**config.mk**
```make
export PLATFORM = sky130hd
export DESIGN_NAME = haptic_pwm_driver_unit
export DESIGN_NICKNAME = d
export VERILOG_FILES = /design/src/sv/hpd_pkg.sv /design/src/sv/haptic_pwm_driver_unit.sv /design/src/sv/hpd_duty.sv
export SDC_FILE = /design/constraint.sdc
export NUM_CORES = 1
export LEC_CHECK = 0
export BUFFER_PORTS_ARGS = -buffer_cell sky130_fd_sc_hd__buf_4
export CORE_MARGIN = 4
export CORE_UTILIZATION = 40
export CTS_CLUSTER_SIZE = 10
export DETAILED_ROUTE_END_ITERATION = 8
export PLACE_DENSITY = 0.53
export SETUP_SLACK_MARGIN = 0.2
export SYNTH_ARGS = -nofsm -noshare
export SYNTH_HDL_FRONTEND = slang
export SYNTH_HIERARCHICAL = 1
export SYNTH_SLANG_ARGS = --single-unit
```
**constraint.sdc**
```tcl
create_clock -name clk -period 10.9 [get_ports clk]
set_clock_uncertainty 0.2 [all_clocks]
set_input_delay 0.545 -clock clk [delete_from_list [all_inputs] [get_ports clk]]
set_output_delay 0.545 -clock clk [all_outputs]
set_load 0.1 [all_outputs]
```
**src/sv/hpd_pkg.sv**
```systemverilog
// Shared types and constants for the haptic PWM driver.
package hpd_pkg;

	localparam int unsigned LEN_W = 16;
	localparam int unsigned MAG_W = 8;
	localparam int unsigned FUNC_W = 2;
	localparam int unsigned PROD_W = LEN_W + MAG_W;
	localparam int unsigned IDX_W = 2;

	localparam logic [LEN_W-1:0] FULL_DRIVE_TICKS = 16'd60000;
	localparam logic [LEN_W-1:0] PERIOD_RESET = 16'd10000;
	localparam logic [LEN_W-1:0] DMIN_RESET = 16'd2100;
	localparam logic DRIVE_LEVEL_RESET = 1'b1;
	localparam logic DIR_LEVEL_RESET = 1'b1;

	localparam logic [FUNC_W-1:0] FUNC_TICK = 2'd0;
	localparam logic [FUNC_W-1:0] FUNC_ENABLE = 2'd1;
	localparam logic [FUNC_W-1:0] FUNC_DISABLE = 2'd2;
	localparam logic [FUNC_W-1:0] FUNC_SET_MAG = 2'd3;

	localparam logic [IDX_W-1:0] REG_PERIOD_LEN = 2'd0;
	localparam logic [IDX_W-1:0] REG_DUTY_MIN = 2'd1;
	localparam logic [IDX_W-1:0] REG_DRIVE_LEVEL = 2'd2;
	localparam logic [IDX_W-1:0] REG_DIR_LEVEL = 2'd3;

	typedef struct packed {
		logic [LEN_W-1:0] period_len;
		logic [LEN_W-1:0] duty_min;
	} cfg_t;

	typedef struct packed {
		logic [FUNC_W-1:0] func;
		logic [LEN_W-1:0]  active_len;
		logic [LEN_W-1:0]  inactive_len;
	} phase_req_t;

endpackage

```
**src/sv/haptic_pwm_driver_unit.sv**
```systemverilog
// Top level of the haptic PWM driver: configuration, phase timer and pins.
//
// Input beats arrive on s_tvalid/s_tready: s_tuser carries the command
// (tick, enable, disable, set magnitude) and s_tdata the 8-bit magnitude.
// Every input beat yields exactly one output beat on m_tvalid/m_tready that
// reports drive pin, direction pin, power request and timer state after it.
// Registers are written on the cfg channel (index 0 period, 1 duty minimum,
// 2 drive active level, 3 direction active level); cfg_ready is always high.
// The magnitude path is a four-stage pipeline (input, multiply, divide by
// 255, length select) followed by the state and output register. One beat
// is taken every cycle while m_tready is high; the phase timer update is
// done in the state register as each beat is taken, so consecutive beats
// never wait on each other.
// When m_tready is low the output beat holds and the pipeline fills; then
// s_tready drops until the output is taken.
// Reset sets the registers to their defaults, stops the timer, drives both
// pins low (inactive for the default levels), powers down and empties the
// pipeline.
module haptic_pwm_driver_unit (
	input  logic                       clk,
	input  logic                       arst_n,
	input  logic                       s_tvalid,
	output logic                       s_tready,
	input  logic [7:0]                 s_tdata,   // [7:0] magnitude
	input  logic [1:0]                 s_tuser,   // [1:0] func
	output logic                       m_tvalid,
	input  logic                       m_tready,
	output logic [7:0]                 m_tdata,   // [0] drive_pin, [1] direction_pin,
	                                              // [2] power_on, [3] timer_running
	input  logic                       cfg_valid,
	output logic                       cfg_ready,
	input  logic [hpd_pkg::IDX_W-1:0]  cfg_index,
	input  logic [15:0]                cfg_data
);

	hpd_pkg::cfg_t               cfg;
	logic [hpd_pkg::LEN_W-1:0]   period_q;
	logic [hpd_pkg::LEN_W-1:0]   dmin_q;
	logic                        drive_lvl_q;
	logic                        dir_lvl_q;

	logic                        req_valid;
	logic                        req_ready;
	hpd_pkg::phase_req_t         req;
	logic                        take;

	logic                        out_valid_q;
	logic                        in_active_q;
	logic                        counting_q;
	logic [hpd_pkg::LEN_W-1:0]   time_left_q;
	logic [hpd_pkg::LEN_W-1:0]   active_len_q;
	logic [hpd_pkg::LEN_W-1:0]   inactive_len_q;
	logic                        drive_q;
	logic                        dir_q;
	logic                        power_q;

	assign cfg_ready = 1'b1;
	assign cfg = {period_q, dmin_q};

	always_ff @(posedge clk or negedge arst_n) begin
		if (!arst_n) begin
			period_q <= hpd_pkg::PERIOD_RESET;
			dmin_q <= hpd_pkg::DMIN_RESET;
			drive_lvl_q <= hpd_pkg::DRIVE_LEVEL_RESET;
			dir_lvl_q <= hpd_pkg::DIR_LEVEL_RESET;
		end else if (cfg_valid) begin
			unique case (cfg_index)
				hpd_pkg::REG_PERIOD_LEN: period_q <= cfg_data;
				hpd_pkg::REG_DUTY_MIN: dmin_q <= cfg_data;
				hpd_pkg::REG_DRIVE_LEVEL: drive_lvl_q <= cfg_data[0];
				hpd_pkg::REG_DIR_LEVEL: dir_lvl_q <= cfg_data[0];
				default: ;
			endcase
		end
	end

	hpd_duty u_duty (
		.clk       (clk),
		.arst_n    (arst_n),
		.cfg       (cfg),
		.in_valid  (s_tvalid),
		.in_ready  (s_tready),
		.in_func   (s_tuser),
		.in_mag    (s_tdata),
		.out_valid (req_valid),
		.out_ready (req_ready),
		.out_req   (req)
	);

	assign req_ready = !out_valid_q || m_tready;
	assign take = req_valid && req_ready;

	assign m_tvalid = out_valid_q;
	assign m_tdata = {4'd0, counting_q, power_q, dir_q, drive_q};

	always_ff @(posedge clk or negedge arst_n) begin
		if (!arst_n) begin
			out_valid_q <= 1'b0;
			in_active_q <= 1'b0;
			counting_q <= 1'b0;
			time_left_q <= '0;
			active_len_q <= '0;
			inactive_len_q <= '0;
			drive_q <= 1'b0;
			dir_q <= 1'b0;
			power_q <= 1'b0;
		end else begin
			if (req_ready) out_valid_q <= req_valid;
			if (take) begin
				unique case (req.func)
					hpd_pkg::FUNC_TICK: begin
						if (counting_q) begin
							if (time_left_q > 16'd1) begin
								time_left_q <= time_left_q - 16'd1;
							end else if (in_active_q) begin
								// End of an active phase: with no off time the drive
								// simply stays on for another active phase.
								counting_q <= 1'b1;
								if (inactive_len_q == '0) begin
									drive_q <= drive_lvl_q;
									time_left_q <= active_len_q;
								end else begin
									drive_q <= !drive_lvl_q;
									in_active_q <= 1'b0;
									time_left_q <= inactive_len_q;
								end
							end else if (active_len_q != '0) begin
								drive_q <= drive_lvl_q;
								in_active_q <= 1'b1;
								counting_q <= 1'b1;
								time_left_q <= active_len_q;
							end else begin
								counting_q <= 1'b0;
								time_left_q <= '0;
							end
						end
					end
					hpd_pkg::FUNC_ENABLE: begin
						active_len_q <= req.active_len;
						inactive_len_q <= req.inactive_len;
						power_q <= 1'b1;
						dir_q <= dir_lvl_q;
						if (req.active_len != '0) begin
							drive_q <= drive_lvl_q;
							in_active_q <= 1'b1;
							counting_q <= 1'b1;
							time_left_q <= req.active_len;
						end else begin
							drive_q <= !drive_lvl_q;
							in_active_q <= 1'b0;
							counting_q <= 1'b0;
							time_left_q <= '0;
						end
					end
					hpd_pkg::FUNC_DISABLE: begin
						counting_q <= 1'b0;
						time_left_q <= '0;
						drive_q <= !drive_lvl_q;
						in_active_q <= 1'b0;
						dir_q <= !dir_lvl_q;
						power_q <= 1'b0;
					end
					hpd_pkg::FUNC_SET_MAG: begin
						active_len_q <= req.active_len;
						inactive_len_q <= req.inactive_len;
					end
					default: ;
				endcase
			end
		end
	end

endmodule

```
**src/sv/hpd_duty.sv**
```systemverilog
// Pipelined magnitude to active/inactive length computation.
module hpd_duty (
	input  logic                        clk,
	input  logic                        arst_n,
	input  hpd_pkg::cfg_t               cfg,
	input  logic                        in_valid,
	output logic                        in_ready,
	input  logic [hpd_pkg::FUNC_W-1:0]  in_func,
	input  logic [hpd_pkg::MAG_W-1:0]   in_mag,
	output logic                        out_valid,
	input  logic                        out_ready,
	output hpd_pkg::phase_req_t         out_req
);

	logic                        v_s1, v_s2, v_s3, v_s4;
	logic                        rdy1, rdy2, rdy3, rdy4;
	logic [hpd_pkg::FUNC_W-1:0]  func_s1, func_s2, func_s3;
	logic [hpd_pkg::MAG_W-1:0]   mag_s1;
	logic [hpd_pkg::PROD_W-1:0]  prod_s2;
	logic [hpd_pkg::LEN_W-1:0]   quo_s3;
	hpd_pkg::phase_req_t         req_s4;

	logic [hpd_pkg::LEN_W-1:0]   dmin;
	logic [hpd_pkg::LEN_W-1:0]   span;
	logic [hpd_pkg::PROD_W:0]    est_sum;
	logic [hpd_pkg::LEN_W:0]     quo_est;
	logic [hpd_pkg::PROD_W:0]    rem;
	logic [hpd_pkg::LEN_W-1:0]   quo;
	logic [hpd_pkg::LEN_W-1:0]   act;
	logic [hpd_pkg::LEN_W-1:0]   rest;
	logic                        full;
	logic [hpd_pkg::LEN_W-1:0]   total;
	hpd_pkg::phase_req_t         req;

	assign rdy4 = !v_s4 || out_ready;
	assign rdy3 = !v_s3 || rdy4;
	assign rdy2 = !v_s2 || rdy3;
	assign rdy1 = !v_s1 || rdy2;
	assign in_ready = rdy1;

	assign out_valid = v_s4;
	assign out_req = req_s4;

	// The duty floor never exceeds the period.
	assign dmin = (cfg.duty_min < cfg.period_len) ? cfg.duty_min : cfg.period_len;
	assign span = cfg.period_len - dmin;

	// Division by 255: x*(1/256 + 1/65536 + 1/2^24) undershoots by at most one,
	// so a single remainder check finishes the quotient.
	assign est_sum = {1'b0, prod_s2} + {9'd0, prod_s2[hpd_pkg::PROD_W-1:8]}
		+ {17'd0, prod_s2[hpd_pkg::PROD_W-1:16]};
	assign quo_est = est_sum[hpd_pkg::PROD_W:8];
	assign rem = {1'b0, prod_s2} - {quo_est, 8'd0} + {8'd0, quo_est};
	assign quo = quo_est[hpd_pkg::LEN_W-1:0] + {15'd0, (rem >= 25'd255)};

	assign act = quo_s3 + dmin;
	assign rest = cfg.period_len - act;
	assign full = (act == cfg.period_len);
	assign total = (cfg.period_len > hpd_pkg::FULL_DRIVE_TICKS) ? cfg.period_len
		: hpd_pkg::FULL_DRIVE_TICKS;

	always_comb begin
		req.func = func_s3;
		req.active_len = act;
		req.inactive_len = rest;
		if (func_s3 == hpd_pkg::FUNC_ENABLE && full) begin
			req.active_len = total;
			req.inactive_len = '0;
		end
	end

	always_ff @(posedge clk or negedge arst_n) begin
		if (!arst_n) begin
			v_s1 <= 1'b0;
			v_s2 <= 1'b0;
			v_s3 <= 1'b0;
			v_s4 <= 1'b0;
		end else begin
			if (rdy1) v_s1 <= in_valid;
			if (rdy2) v_s2 <= v_s1;
			if (rdy3) v_s3 <= v_s2;
			if (rdy4) v_s4 <= v_s3;
		end
	end

	always_ff @(posedge clk) begin
		if (rdy1 && in_valid) begin
			func_s1 <= in_func;
			mag_s1 <= in_mag;
		end
		if (rdy2 && v_s1) begin
			func_s2 <= func_s1;
			prod_s2 <= mag_s1 * span;
		end
		if (rdy3 && v_s2) begin
			func_s3 <= func_s2;
			quo_s3 <= quo;
		end
		if (rdy4 && v_s3) begin
			req_s4 <= req;
		end
	end

endmodule

```
==> impl_metrics.json, run 1 <==
{
  "cts_tree": "done",
  "cpPeakStageDelay_ps": 630,
  "fin_crit_sh": 0.8731,
  "clkTransAtPathRegs_ps": 80,
  "setup_tns_ps": 0,
  "detail_route.first_pass.iterations": 5,
  "portBuffers": 38,
  "post_route_cells_drive_above_1_share": 0.1082,
  "grt_max_degree": 54,
  "synth_area_leaders": "edfxtp_1 15%, ha_1 12%, fa_1 11%",
  "synth_common_cells": "241 x inv_1, 175 x ha_1, 103 x and2_1, 103 x fa_1, 98 x nor2_1",
  "cts-root-buf": "clkbuf_16",
  "initial_core_util": 0.4050,
  "crit_start": "period_q[9]",
  "htree_levels": 4,
  "grt_antenna_before_repair": 1,
  "fillers": 4337,
  "die_area_sq_mm": 0.04833,
  "grt_pass1_wl_um": 71820,
  "setup_viol_count_final": 0,
  "crit_family": "compound AO/OA/AOI/OAI gates",
  "ys_seq_area_frac": 0.2762,
  "drtIter0Drc": 723,
  "fin_nets": 2193,
  "die_h_um": 219.8,
  "syn_avg_cell_area_sq_um": 9.558,
  "hold_class": "input port to register",
  "vias": 13230,
  "synth_compound_area_frac": 0.1257,
  "timing.critical_path.buf_inv": 6,
  "coreArea_sq_mm": 0.04432,
  "r2r_cells": 32,
  "slew_headroom": 0.2071,
  "netlist_instances": 1878,
  "synth.ff_latch_count": 180,
  "rr_startpoint": "period_q[9]",
  "period_needed_ps": 9517,
  "synthAdderAreaFrac": 0.2369,
  "yosys.area_share.simple": 0.1797,
  "clkSinkCount": 180,
  "max_freq_mhz": 105.1,
  "slew_viol_final": 0,
  "synth_top_area_share": 0.1472,
  "ctsResizeCount": 0,
  "ys_types": 89,
  "yosys.area.top_type": "edfxtp_1",
  "ios": 44,
  "r2r_slack_ps": 1380,
  "synth_mux_area_frac": 0.06364,
  "critPathCapture": "u_duty/prod_s2[21]",
  "outcome": "complete, no violations",
  "detail-route-antenna-nets": 0,
  "viasPerCell": 5.313,
  "worstSetupPathType": "register to register",
  "ys_warn_count": 6,
  "yosysMostFrequentCell": "inv_1",
  "crit_arrival_ps": 9620,
  "ctsLongestPathBuffers": 2,
  "path_depth": 32,
  "synth_area_sq_mm": 0.01795,
  "synth_edf_count": 88,
  "worstSkewPairLatency_ps": 460,
  "critical_path.slowest_cell": "nor3_1",
  "cts_buffers": 17,
  "finalWeightedCongestion": 0.8517,
  "hpwl_um": 36130,
  "start_kind": "register",
  "r2r_end": "u_duty/prod_s2[21]",
  "synth_top_family_by_area": "adder cells",
  "maxCapViolCount": 0,
  "critPathRequiredTime_ps": 11000,
  "drc": 0,
  "area_growth_pct": 8.155,
  "dieWidth_um": 219.8,
  "path_max_fanout": 45,
  "synthArstFlopShare": 0.5111,
  "worstSetupEndpointType": "register",
  "synth_top_flop_cell": "edfxtp_1",
  "tightest_slew_ps": 1189,
  "fp-row-count": 77,
  "wl_per_cell_um": 17.83,
  "first_global_vias": 13320,
  "grt-ovfl-total": 0,
  "rsz0062_at_grt": "false",
  "routed_wl_um": 44380,
  "finalHoldViolCount": 0,
  "track_usage": 0.1888,
  "synth_xor_area_frac": 0.04928
}
## kinds of logic after synthesis
family / Yosys count
AOI/OAI and AO/OA: 320
xor gates and xnor gates: 101
adders and majority gates: 278
buffers and inverters: 308
DFF: 180
muxes: 105
other: 2
and+or+nand+nor: 584
## stage by stage
| step | utilization | area (sq um) | instances | setup slack (ps) | hold slack [ps] |
|---|---|---|---|---|---|
| detailed placement | 0.4234 | 18760 | 2454 | 1356 | 206.1 |
| floorplan | - | 17960 | 1881 | 1855 | 49.41 |
| finish | 0.4381 | 19410 | 2489 | 1383 | 60.49 |
| global placement | 0.4234 | 18760 | 2454 | 1549 | 206.0 |
| global route | 0.4379 | 19410 | 2487 | 828.1 | 30.83 |
| CTS | 0.4379 | 19410 | 2487 | 1342 | 22.97 |
## per-layer routing
| layer | share of wire | up-vias | track usage |
|---|---|---|---|
| li1 | - | 6586 | - |
| met1 | 0.46 | 6387 | 0.2517 |
| met2 | 0.47 | 192 | 0.3096 |
| met3 | 0.032 | 60 | 0.03323 |
| met4 | 0.030 | 0 | 0.06741 |
| met5 | 0 | - | 0 |
## worst register-to-register path: cells and delay by family, from the launching register on
| family | cells | cell delay [ps] |
|---|---|---|
| flops | 1 | 590 |
| fa+ha+maj | 7 | 2660 |
| buf+inv | 6 | 860 |
| compound gates | 14 | 3110 |
| simple gates | 5 | 1950 |
## worst min-delay path by stage
stage                      start           endpoint  cells after the start
2_1_floorplan             arst_n    active_len_q[0]                      0
3_3_place_gp   u_duty/func_s2[0]  u_duty/func_s3[0]                      0
3_5_place_dp   u_duty/func_s1[0]  u_duty/func_s2[0]                      0
4_1_cts               s_tuser[1]  u_duty/func_s1[1]                      1
5_1_grt               s_tuser[0]  u_duty/func_s1[0]                      1
6_report              s_tuser[1]  u_duty/func_s1[1]                      1
## sequential cells by signal (all words and copies together), names as in the netlist, 2 cells and up
register,cells
period_q,16
u_duty/func_s2,2
active_len_q,16
u_duty/out_req,34
u_duty/mag_s1,8
u_duty/prod_s2,24
dmin_q,16
u_duty/func_s1,2
time_left_q,16
u_duty/quo_s3,16
u_duty/func_s3,2
inactive_len_q,16
## placed cells by master (no fill, tap or decap), types with 11 or more instances in the layout
cell / n
dfstp_2: 11
o21ai_0: 47
a21o_1: 44
mux2i_1: 32
dfrtp_1: 81
xnor2_1: 63
o211ai_1: 13
fa_1: 103
nor3_1: 30
a21oi_1: 76
nor4_1: 27
a31oi_1: 13
a211oi_1: 13
ha_1: 175
mux2_2: 73
xor2_1: 38
clkbuf_16: 18
and2_1: 102
nand4_1: 35
o21a_1: 11
edfxtp_1: 88
nand2b_1: 25
inv_1: 241
nor2_1: 98
nand3_1: 46
or3_1: 17
buf_4: 48
and3_1: 32
nand2_1: 89
nor2b_1: 23
## final cells by class
cell class                 count  area [sq um]  area share
sequential                   180          4959      0.2554
inverter                     241         904.6     0.04660
timing repair buffer          49         370.4     0.01908
antenna                        2         5.005   0.0002578
clock buffer                  18         450.4     0.02320
tap                          592         740.7     0.03815
multi-input combinational   1393         11800      0.6078
clock inverter                14         183.9    0.009474
## timing repair
item,in CTS,in global routing
setup buffers,0,0
hold endpoints to repair,32,0
hold buffers,1,0
Power of run 1 is left out: the tool's default activity adds up to more than one toggle a clock period on the data nets, which glitch-free logic cannot reach.
==> inputs of run 2 (changes only) <==
Settings changed: CORE_MARGIN 4 to 2.
==> run 2 against run 1 <==
- routed wire length shrank 1.1%
- first-iteration DRC count up 0.97%
- die area down 3.6%
- clock-buffer cell count decreased by 1
- critical endpoint unchanged
- setup slack worse by 2.3 ps
- sequential cell count did not move
==> impl_metrics.json, run 2 (synthesis gave the netlist of run 1 again) <==
{
  "outcome": "complete, no violations",
  "maxCapViolCount": 0,
  "setup_viol_count_final": 0,
  "area_growth_pct": 7.821,
  "fp-row-count": 77,
  "r2r_cells": 32,
  "clkSinkCount": 180,
  "path_max_fanout": 45,
  "cts_buffers": 17,
  "min_path_cells": 1,
  "grt_max_degree": 49,
  "finalHoldViolCount": 0,
  "largest_reg_flops": 34,
  "portBuffers": 38,
  "path_depth": 32,
  "wl_per_cell_um": 17.66,
  "detail-route-antenna-nets": 0,
  "final_cell_mix": "241 x inv_1, 175 x ha_1, 103 x fa_1, 102 x and2_1, 98 x nor2_1",
  "cts-root-buf": "clkbuf_16",
  "ios": 44,
  "crit_family": "compound AO/OA/AOI/OAI gates",
  "drc": 0,
  "crit_arrival_ps": 9610,
  "clkTransAtPathRegs_ps": 70,
  "ctsHoldBuffers": 1,
  "die_h_um": 215.8,
  "cpPeakStageDelay_ps": 630,
  "critical_path.slowest_cell": "or4b_2",
  "post_route_cells_drive_above_1_share": 0.1062,
  "worstSetupPathType": "register to register",
  "vias": 13240,
  "htree_levels": 4,
  "final_common_cell": "inv_1",
  "fin_nets": 2191,
  "fillers": 4313,
  "die_area_sq_mm": 0.04658,
  "coreArea_sq_mm": 0.04422,
  "track_usage": 0.1946,
  "post-cts-setup-buffers": 0,
  "setup_tns_ps": 0,
  "cts_tree": "done",
  "viasPerCell": 5.328,
  "drtIter0Drc": 730,
  "hpwl_um": 35690,
  "first_global_vias": 13240,
  "initial_core_util": 0.4059,
  "routed_wl_um": 43890,
  "slew_viol_final": 0,
  "fin_crit_sh": 0.8733,
  "grt-ovfl-total": 0,
  "grt_antenna_before_repair": 2,
  "ctsResizeCount": 0,
  "grt_pass1_wl_um": 71820,
  "dieWidth_um": 215.8,
  "max_freq_mhz": 105.1,
  "start_kind": "register",
  "critPathRequiredTime_ps": 10990,
  "worstSkewPairLatency_ps": 450,
  "diodes": 0,
  "timing.critical_path.buf_inv": 6,
  "ctsLongestPathBuffers": 2,
  "detail_route.first_pass.iterations": 5,
  "slew_headroom": 0.1264,
  "tightest_slew_ps": 1293,
  "hold_class": "input port to register",
  "period_needed_ps": 9519,
  "finalWeightedCongestion": 0.8424,
  "rsz0062_at_grt": "false",
  "worstSetupEndpointType": "register"
}
==> run 2: cell count changes in the layout (fill, tap and decap cells not counted), sizes merged <==
cell    previous run  this run
buf               48        46
diode              2         0
clkbuf            18        17
clkinv             4         5
==> run 2: path summary, 6_finish.rpt <==
check                                          end               from  slack (ps)
worst max register to register  u_duty/prod_s2[21]       period_q[13]        1380
worst max-delay path            u_duty/prod_s2[21]       period_q[13]        1380
max in group asynchronous             period_q[14]             arst_n        8940
min in group asynchronous           time_left_q[5]             arst_n         440
worst min-delay path             u_duty/func_s1[0]         s_tuser[0]          70
worst min register to register   u_duty/func_s2[0]  u_duty/func_s1[0]         230
==> run 2: routing by layer <==
metal  wire length [um]  global-route usage
met4                986             0.05678
met5                 33                   0
met1              20530              0.2596
met3               1381             0.03312
met2              20960              0.3237
==> run 2: final cells by class <==
type,instances,area [sq um],area share
clock buffer,17,425.4,0.02198
clock inverter,15,168.9,0.008728
inverter,241,904.6,0.04674
multi-input combinational,1393,11800,0.6097
sequential,180,4959,0.2562
tap,592,740.7,0.03827
timing repair buffer,47,355.3,0.01836
==> run 2: metrics by stage <==
step             util  hold slack, ps  cell area [sq um]  instances  worst slack (ps)
2_1_floorplan       -           49.41              17960       1881              1855
3_3_place_gp   0.4240           204.1              18750       2452              1557
3_5_place_dp   0.4240           205.2              18750       2452              1420
4_1_cts        0.4377           33.63              19350       2485              1396
5_1_grt        0.4377           38.21              19350       2485             779.6
6_report       0.4377           69.54              19350       2485              1381
Power of run 2 is left out for the same reason.
